===== config.mk =====
export PLATFORM = sky130hd
export DESIGN_NAME = time_of_day_clock_with_alarm_unit
export DESIGN_NICKNAME = d
export VERILOG_FILES = /design/src/rtl/tdc_pkg.sv /design/src/rtl/time_of_day_clock_with_alarm_unit.sv
export SDC_FILE = /design/constraint.sdc
export NUM_CORES = 1
export LEC_CHECK = 0
export BUFFER_PORTS_ARGS = -buffer_cell sky130_fd_sc_hd__buf_2
export CAP_MARGIN = 10
export CORE_ASPECT_RATIO = 0.7
export CORE_UTILIZATION = 63
export CTS_BUF_LIST = sky130_fd_sc_hd__clkbuf_8
export CTS_CLUSTER_SIZE = 16
export DETAILED_ROUTE_END_ITERATION = 6
export GPL_ROUTABILITY_DRIVEN = 0
export PLACE_DENSITY = 0.88
export SLEW_MARGIN = 15
export SYNTH_ARGS = -nofsm -noshare
export SYNTH_HDL_FRONTEND = slang
export SYNTH_SLANG_ARGS = --single-unit

===== constraint.sdc =====
create_clock -name aclk -period 3.2 [get_ports aclk]
set_clock_uncertainty 0.05 [all_clocks]
set_input_delay 0.16 -clock aclk [delete_from_list [all_inputs] [get_ports aclk]]
set_output_delay 0.16 -clock aclk [all_outputs]
set_load 0.02 [all_outputs]

===== src/rtl/tdc_pkg.sv =====
`timescale 1ns / 1ps
`default_nettype none
// ----------------------------------------------------------------------------
// tdc_pkg
// Types and constants for the time-of-day clock with alarm.
// ----------------------------------------------------------------------------
package tdc_pkg;

    typedef enum logic [1:0] {
        CMD_TICK      = 2'd0,
        CMD_SET_TIME  = 2'd1,
        CMD_SET_ALARM = 2'd2,
        CMD_OTHER     = 2'd3
    } cmd_t;

    localparam logic [15:0] CHAR_ZERO      = 16'd48;
    localparam logic [15:0] HOURS_PER_DAY  = 16'd24;
    localparam logic [15:0] UNITS_PER_NEXT = 16'd60;

    localparam logic [7:0] DASH_CODE = 8'h0A;

    localparam logic [7:0] POS_SEC_ONES  = 8'h01;
    localparam logic [7:0] POS_SEC_TENS  = 8'h02;
    localparam logic [7:0] POS_MIN_ONES  = 8'h04;
    localparam logic [7:0] POS_MIN_TENS  = 8'h05;
    localparam logic [7:0] POS_HOUR_ONES = 8'h07;
    localparam logic [7:0] POS_HOUR_TENS = 8'h08;

    localparam logic [2:0] LAST_IDX_VALID = 3'd5;
    localparam logic [2:0] LAST_IDX_DASH  = 3'd7;

    typedef struct packed {
        logic [3:0] tens;
        logic [3:0] ones;
    } bcd_pair_t;

    // (tens - '0') * 10 + (ones - '0'), modulo 2^16
    function automatic logic [15:0] pair_value(input logic [7:0] tens_char,
                                               input logic [7:0] ones_char);
        logic [15:0] tv;
        logic [15:0] ov;
        tv = {8'h00, tens_char} - CHAR_ZERO;
        ov = {8'h00, ones_char} - CHAR_ZERO;
        return (tv << 3) + (tv << 1) + ov;
    endfunction

    // valid for values below 60
    function automatic bcd_pair_t split_bcd(input logic [5:0] v);
        bcd_pair_t r;
        logic [5:0] tens_x10;
        if (v >= 6'd50) begin
            r.tens = 4'd5;
        end else if (v >= 6'd40) begin
            r.tens = 4'd4;
        end else if (v >= 6'd30) begin
            r.tens = 4'd3;
        end else if (v >= 6'd20) begin
            r.tens = 4'd2;
        end else if (v >= 6'd10) begin
            r.tens = 4'd1;
        end else begin
            r.tens = 4'd0;
        end
        tens_x10 = ({2'b00, r.tens} << 3) + ({2'b00, r.tens} << 1);
        r.ones = 4'(v - tens_x10);
        return r;
    endfunction

endpackage : tdc_pkg
`default_nettype wire


===== src/rtl/time_of_day_clock_with_alarm_unit.sv =====
`timescale 1ns / 1ps
`default_nettype none
// ----------------------------------------------------------------------------
// time_of_day_clock_with_alarm_unit
// 24-hour clock and alarm time with tick, set and display word generation.
// ----------------------------------------------------------------------------
// Each request updates the clock state in the cycle it is accepted; the
// request then waits in the check stage until the output word register is
// free, when the range check, alarm compare and BCD split are captured into
// the output word register, which then issues six display words (eight dash
// words when any field is out of range), one per cycle while m_ready is high.
// A following request is taken while the words of the previous one are still
// going out and waits in the check stage, so the sustained rate is set by the
// one-word-per-cycle output port.
// ----------------------------------------------------------------------------
module time_of_day_clock_with_alarm_unit
    import tdc_pkg::*;
(
    input  wire logic        aclk,
    input  wire logic        aresetn,

    input  wire logic        s_valid,
    output logic             s_ready,
    input  wire logic [1:0]  s_mode,
    input  wire logic [7:0]  s_hour_tens_char,
    input  wire logic [7:0]  s_hour_ones_char,
    input  wire logic [7:0]  s_minute_tens_char,
    input  wire logic [7:0]  s_minute_ones_char,
    input  wire logic [7:0]  s_second_tens_char,
    input  wire logic [7:0]  s_second_ones_char,

    output logic             m_valid,
    input  wire logic        m_ready,
    output logic [15:0]      m_display_word,
    output logic             m_last_word,
    output logic             m_alarm_due,
    output logic             m_time_invalid
);

    // clock state
    logic [15:0] cur_hour_reg,     cur_hour_next;
    logic [15:0] cur_minute_reg,   cur_minute_next;
    logic [15:0] cur_second_reg,   cur_second_next;
    logic [15:0] alarm_hour_reg,   alarm_hour_next;
    logic [15:0] alarm_minute_reg, alarm_minute_next;
    logic [15:0] alarm_second_reg, alarm_second_next;
    logic        alarm_armed_reg,  alarm_armed_next;

    // check stage
    logic        eval_valid_reg;
    logic        eval_move;
    logic        eval_bad;
    logic        eval_due;

    // output word register
    logic        ser_valid_reg;
    logic [2:0]  ser_idx_reg;
    logic        ser_bad_reg;
    logic        ser_due_reg;
    bcd_pair_t   ser_sec_reg;
    bcd_pair_t   ser_min_reg;
    bcd_pair_t   ser_hour_reg;
    logic        ser_done;

    logic        in_fire;
    logic        out_fire;
    logic [15:0] set_hour;
    logic [15:0] set_minute;
    logic [15:0] set_second;
    logic [15:0] sec_inc;
    logic [15:0] min_inc;
    logic [15:0] hour_inc;
    cmd_t        cmd;

    assign cmd        = cmd_t'(s_mode);
    assign in_fire    = s_valid && s_ready;
    assign out_fire   = m_valid && m_ready;
    assign set_hour   = pair_value(s_hour_tens_char, s_hour_ones_char);
    assign set_minute = pair_value(s_minute_tens_char, s_minute_ones_char);
    assign set_second = pair_value(s_second_tens_char, s_second_ones_char);
    assign sec_inc    = cur_second_reg + 16'd1;
    assign min_inc    = cur_minute_reg + 16'd1;
    assign hour_inc   = cur_hour_reg + 16'd1;

    assign ser_done  = out_fire && m_last_word;
    assign eval_move = eval_valid_reg && (!ser_valid_reg || ser_done);
    assign s_ready   = !eval_valid_reg || eval_move;

    always_comb begin
        cur_hour_next     = cur_hour_reg;
        cur_minute_next   = cur_minute_reg;
        cur_second_next   = cur_second_reg;
        alarm_hour_next   = alarm_hour_reg;
        alarm_minute_next = alarm_minute_reg;
        alarm_second_next = alarm_second_reg;
        alarm_armed_next  = alarm_armed_reg;
        unique case (cmd)
            CMD_TICK: begin
                cur_second_next = sec_inc;
                if (sec_inc >= UNITS_PER_NEXT) begin
                    cur_second_next = '0;
                    cur_minute_next = min_inc;
                    if (min_inc >= UNITS_PER_NEXT) begin
                        cur_minute_next = '0;
                        cur_hour_next   = (hour_inc >= HOURS_PER_DAY) ? '0 : hour_inc;
                    end
                end
            end
            CMD_SET_TIME: begin
                cur_hour_next    = set_hour;
                cur_minute_next  = set_minute;
                cur_second_next  = set_second;
                alarm_armed_next = 1'b0;
            end
            CMD_SET_ALARM: begin
                alarm_hour_next   = set_hour;
                alarm_minute_next = set_minute;
                alarm_second_next = set_second;
                alarm_armed_next  = 1'b1;
            end
            CMD_OTHER: begin
                alarm_armed_next = 1'b0;
            end
            default: begin
                alarm_armed_next = alarm_armed_reg;
            end
        endcase
    end

    always_ff @(posedge aclk) begin
        if (!aresetn) begin
            cur_hour_reg     <= '0;
            cur_minute_reg   <= '0;
            cur_second_reg   <= '0;
            alarm_hour_reg   <= '0;
            alarm_minute_reg <= '0;
            alarm_second_reg <= '0;
            alarm_armed_reg  <= 1'b0;
        end else if (in_fire) begin
            cur_hour_reg     <= cur_hour_next;
            cur_minute_reg   <= cur_minute_next;
            cur_second_reg   <= cur_second_next;
            alarm_hour_reg   <= alarm_hour_next;
            alarm_minute_reg <= alarm_minute_next;
            alarm_second_reg <= alarm_second_next;
            alarm_armed_reg  <= alarm_armed_next;
        end
    end

    assign eval_bad = (cur_hour_reg >= HOURS_PER_DAY) || (cur_minute_reg >= UNITS_PER_NEXT) ||
                      (cur_second_reg >= UNITS_PER_NEXT) ||
                      (alarm_hour_reg >= HOURS_PER_DAY) ||
                      (alarm_minute_reg >= UNITS_PER_NEXT) ||
                      (alarm_second_reg >= UNITS_PER_NEXT);

    assign eval_due = alarm_armed_reg && (alarm_hour_reg != '0) &&
                      (alarm_minute_reg != '0) && (alarm_second_reg != '0) &&
                      (cur_hour_reg >= alarm_hour_reg) &&
                      (cur_minute_reg >= alarm_minute_reg) &&
                      (cur_second_reg >= alarm_second_reg);

    always_ff @(posedge aclk) begin
        if (!aresetn) begin
            eval_valid_reg <= 1'b0;
        end else if (in_fire) begin
            eval_valid_reg <= 1'b1;
        end else if (eval_move) begin
            eval_valid_reg <= 1'b0;
        end
    end

    always_ff @(posedge aclk) begin
        if (!aresetn) begin
            ser_valid_reg <= 1'b0;
            ser_idx_reg   <= '0;
        end else if (eval_move) begin
            ser_valid_reg <= 1'b1;
            ser_idx_reg   <= '0;
        end else if (ser_done) begin
            ser_valid_reg <= 1'b0;
        end else if (out_fire) begin
            ser_idx_reg <= ser_idx_reg + 3'd1;
        end
    end

    always_ff @(posedge aclk) begin
        if (eval_move) begin
            ser_bad_reg  <= eval_bad;
            ser_due_reg  <= eval_due;
            ser_sec_reg  <= split_bcd(cur_second_reg[5:0]);
            ser_min_reg  <= split_bcd(cur_minute_reg[5:0]);
            ser_hour_reg <= split_bcd(cur_hour_reg[5:0]);
        end
    end

    always_comb begin
        m_display_word = {POS_SEC_ONES, 4'h0, ser_sec_reg.ones};
        if (ser_bad_reg) begin
            m_display_word = {8'(ser_idx_reg) + 8'd1, DASH_CODE};
        end else begin
            case (ser_idx_reg)
                3'd0:    m_display_word = {POS_SEC_ONES,  4'h0, ser_sec_reg.ones};
                3'd1:    m_display_word = {POS_SEC_TENS,  4'h0, ser_sec_reg.tens};
                3'd2:    m_display_word = {POS_MIN_ONES,  4'h0, ser_min_reg.ones};
                3'd3:    m_display_word = {POS_MIN_TENS,  4'h0, ser_min_reg.tens};
                3'd4:    m_display_word = {POS_HOUR_ONES, 4'h0, ser_hour_reg.ones};
                default: m_display_word = {POS_HOUR_TENS, 4'h0, ser_hour_reg.tens};
            endcase
        end
    end

    assign m_valid        = ser_valid_reg;
    assign m_last_word    = ser_bad_reg ? (ser_idx_reg == LAST_IDX_DASH)
                                        : (ser_idx_reg == LAST_IDX_VALID);
    assign m_alarm_due    = ser_due_reg;
    assign m_time_invalid = ser_bad_reg;

    // word index stays within the six display words
    a_idx_range: assert property (@(posedge aclk) disable iff (!aresetn)
        ser_valid_reg && !ser_bad_reg |-> ser_idx_reg <= LAST_IDX_VALID)
        else $error("display word index past last digit");

    // final word taken with nothing pending empties the output register
    a_drain: assert property (@(posedge aclk) disable iff (!aresetn)
        ser_done && !eval_valid_reg |=> !ser_valid_reg)
        else $error("output register not released after last word");

    // an accepted request always reaches the check stage
    a_accept_eval: assert property (@(posedge aclk) disable iff (!aresetn)
        in_fire |=> eval_valid_reg)
        else $error("accepted request lost before check stage");

    // seconds and alarm arm state only change on an accepted request
    a_state_hold: assert property (@(posedge aclk) disable iff (!aresetn)
        !in_fire |=> $stable(cur_second_reg) && $stable(alarm_armed_reg))
        else $error("clock state changed without a request");

    // new words are loaded only after the previous request finished
    a_no_overwrite: assert property (@(posedge aclk) disable iff (!aresetn)
        eval_move |-> !ser_valid_reg || ser_done)
        else $error("output register overwritten mid-request");

endmodule : time_of_day_clock_with_alarm_unit
`default_nettype wire


==> results_dict.tcl <==
set metrics [dict create \
    status "complete, but fails checks" \
    violations "design-rule violations" \
    multi_input_area_um2 6660 \
    synth-xor-area-share_pct 5.02 \
    antennaDiodeCount 0 \
    startpoint "cur_minute_reg[0]" \
    cts_setup_buffers 0 \
    crit_cells 8 \
    antenna_found_initial 0 \
    arrival_ns 3.19 \
    hp-class "primary input to flip-flop" \
    path_delay_family "simple AND/OR/NAND/NOR gates" \
    nFillCells 1130 \
    portBuffers 66 \
    cp_slowest_cell "nor2_2" \
    synthSimpleGateAreaFrac_pct 20.0 \
    crit_buf_inv 0 \
    core_area_um2 15500 \
    maxCapViolCount 0 \
    hold_viol 0 \
    clk_path_buf_depth 2 \
    max_slew_margin_pct 48.7 \
    drive_above_1_share_pct 12.3 \
    grt_pass1_wl_mm 42.4 \
    cts_tree "built" \
    fin_crit_sh_pct 91.9 \
    setup_viol 0 \
    slowest_delay_ns 0.61 \
    die_h_um 107 \
    synth_edf_count 23 \
    seqCellArea_um2 2610 \
    fin_crit_ns 2.94 \
    ys_async_sr_fraction_pct 0 \
    critPathRequiredTime_ns 3.44 \
    gr-total-overflow 0 \
    syn_avg_cell_area_um2 8.19 \
    fp-row-count 38 \
    grt_setup_unrepaired "false" \
    critPathMaxFanout 13 \
    grt_pass1_vias 8736 \
    area_growth_pct 11.0 \
    clock_sink_count 119 \
    ios 75 \
    rr_worst_depth 8 \
    r2r_setup_slack_ns 0.26 \
    ys_types 80 \
    p_leak_uw 0.00467 \
    whs_ns 0.0808 \
    yosys_warnings 0 \
    drc 5 \
    endpoint "cur_hour_reg[9]" \
    grt_max_degree 57 \
    path_cells "ha_1 > nand3_1 > o21ai_0 > mux2i_1 > a21oi_2 > nor3_4 > nor2_2 > o21ai_1" \
    wl_mm 25.7 \
    drt_first_iter_violations 1245 \
    synth_top_flop_cell "dfxtp_1" \
    vdd_ir_drop_max_mv 0.236 \
    num_vias 9515 \
    tightest_slew_ns 0.769 \
    clock_latency_ns 0.45 \
    dr.pass1.iters 7 \
    combPwrFrac_pct 36.7 \
    path_class "flip-flop to flip-flop" \
    syn_inst 1214 \
    p_sw_uw 1830 \
    vias_per_cell 6.33 \
    power_frac_clock_pct 29.8 \
    p_seq_share_pct 33.5 \
    r2r_start "cur_minute_reg[0]" \
    avgRoutedWirePerCell_um 17.1 \
    slew_violations 0 \
    postRouteAntennaNets 0 \
    synth-adder-area-share_pct 19.6 \
    die_w_um 152 \
    path_clk_slew_ns 0.07 \
    seq_area_frac_synth_pct 26.3 \
    worstSetupEndpointType "flip-flop" \
    synth_compound_area_share_pct 20.5 \
    initial_utilization_pct 64.4 \
    r2r_end "cur_hour_reg[9]" \
    nets 1485 \
    synth_top_family_by_area "compound AO/OA/AOI/OAI gates" \
    power.total_uw 5180 \
    grt_use_total_pct 32.2 \
    swShare_pct 35.4 \
    synth_area_um2 9950 \
    dieArea_um2 16300 \
    dp_hpwl_mm 19.0 \
    synth-seq-cells 119 \
    max_freq_ghz 0.340 \
    p_int_uw 3350 \
    synth_mux_area_share_pct 1.42 \
    critPathLaunchType "flip-flop" \
    cts_root_buf "clkbuf_8" \
    p_per_area_nw_per_um2 469 \
    cts_made_buffers 17 \
    cts-htree-levels 4 \
]
Yosys cell counts, drive strengths merged (21+ instances only):
library cell  instances  area, µm²
fa                   27        541
inv                 121        454
nor2                 87        329
buf                  22        138
xor2                 21        184
ha                  113       1410
a21oi               101        509
dfxtp                96       1920
nor3                 24        148
nor4                 21        144
nand2               142        533
clkbuf               31        116
nand4                22        168
xnor2                36        315
nand3                44        225
a21o                 23        173
a211oi               22        165
edfxtp               23        691
o21ai                41        209
cells in the final DEF, fill, tap and decap left out, types with 27 or more instances in the layout:
cell	instances
a21oi_1	100
buf_2	66
buf_4	34
dfxtp_1	96
fa_1	27
ha_1	113
inv_1	125
nand2_1	142
nand3_1	43
nor2_1	85
o21ai_0	38
xnor2_1	36
routing by layer:
| layer | up-vias | global-route usage [%] | wire length [µm] |
|---|---|---|---|
| met1 | 4431 | 44.2 | 11300 |
| met2 | 504 | 50.9 | 11300 |
| met5 | - | 0 | 0 |
| li1 | 4490 | - | - |
| met4 | 0 | 10.1 | 675 |
| met3 | 90 | 6.59 | 2390 |
per-stage QoR:
stage	util, %	area (µm²)	setup TNS [ns]	std cells	worst slack [ns]
after CTS	71.4	11000	0	1504	0.320
after floorplan	-	9970	0	1221	0.255
final	71.4	11000	0	1504	0.260
after global routing	71.4	11000	0	1504	0.0943
after global placement	68.3	10600	0	1468	0.0772
after detailed placement	68.3	10600	-0.452	1468	-0.124
tightest hold or removal path: cells and delay by family:
family | cells | cell delay [ns]
AOI/OAI and AO/OA | 1 | 0.12
buffers and inverters | 1 | 0.10
and+or+nand+nor | 2 | 0.15
worst min-delay path by stage:
stage,startpoint,to,slack [ns],cells past startpoint
after floorplan,s_valid,alarm_armed_reg,0.23,1
after global placement,s_minute_ones_char[0],alarm_minute_reg[0],0.37,3
after detailed placement,s_second_ones_char[0],alarm_second_reg[0],0.37,3
after CTS,m_ready,m_valid,0.08,4
after global routing,m_ready,m_valid,0.10,4
final,m_ready,m_valid,0.08,4
final cells by class:
cell class              instances  share of cell area [%]
well taps                     200                    2.27
inverters                     121                    4.11
clock buffers                  18                    2.24
repair buffers                104                    5.67
multi-input cells             928                    60.3
flip-flops and latches        119                    23.7
clock inverters                14                    1.73
power groups by stage:
| stage | Clock, µW | Sequential, µW | Combinational [µW] |
|---|---|---|---|
| 2_1_floorplan | 0 | 1720 | 1370 |
| 3_3_place_gp | 0 | 1760 | 1780 |
| 3_5_place_dp | 0 | 1760 | 1850 |
| 4_1_cts | 1540 | 1730 | 1870 |
| 5_1_grt | 1610 | 1750 | 2100 |
| 6_report | 1540 | 1740 | 1900 |
repair_timing:
item                                   CTS  global route
hold buffers                             4             0
gates resized for setup                  0             0
endpoints found under the hold margin    4             0
kinds of logic (layout without fill, tap and decap cells):
family,count (synthesis),after routing
multiplexers,14,14
AND/OR/NAND/NOR,406,406
flip-flops,119,119
XOR/XNOR,57,57
other,1,8
AO/OA/AOI/OAI,303,303
adder cells (fa/ha/maj),140,140
buffers and inverters,174,257
Power figures use the tool's default switching activity.
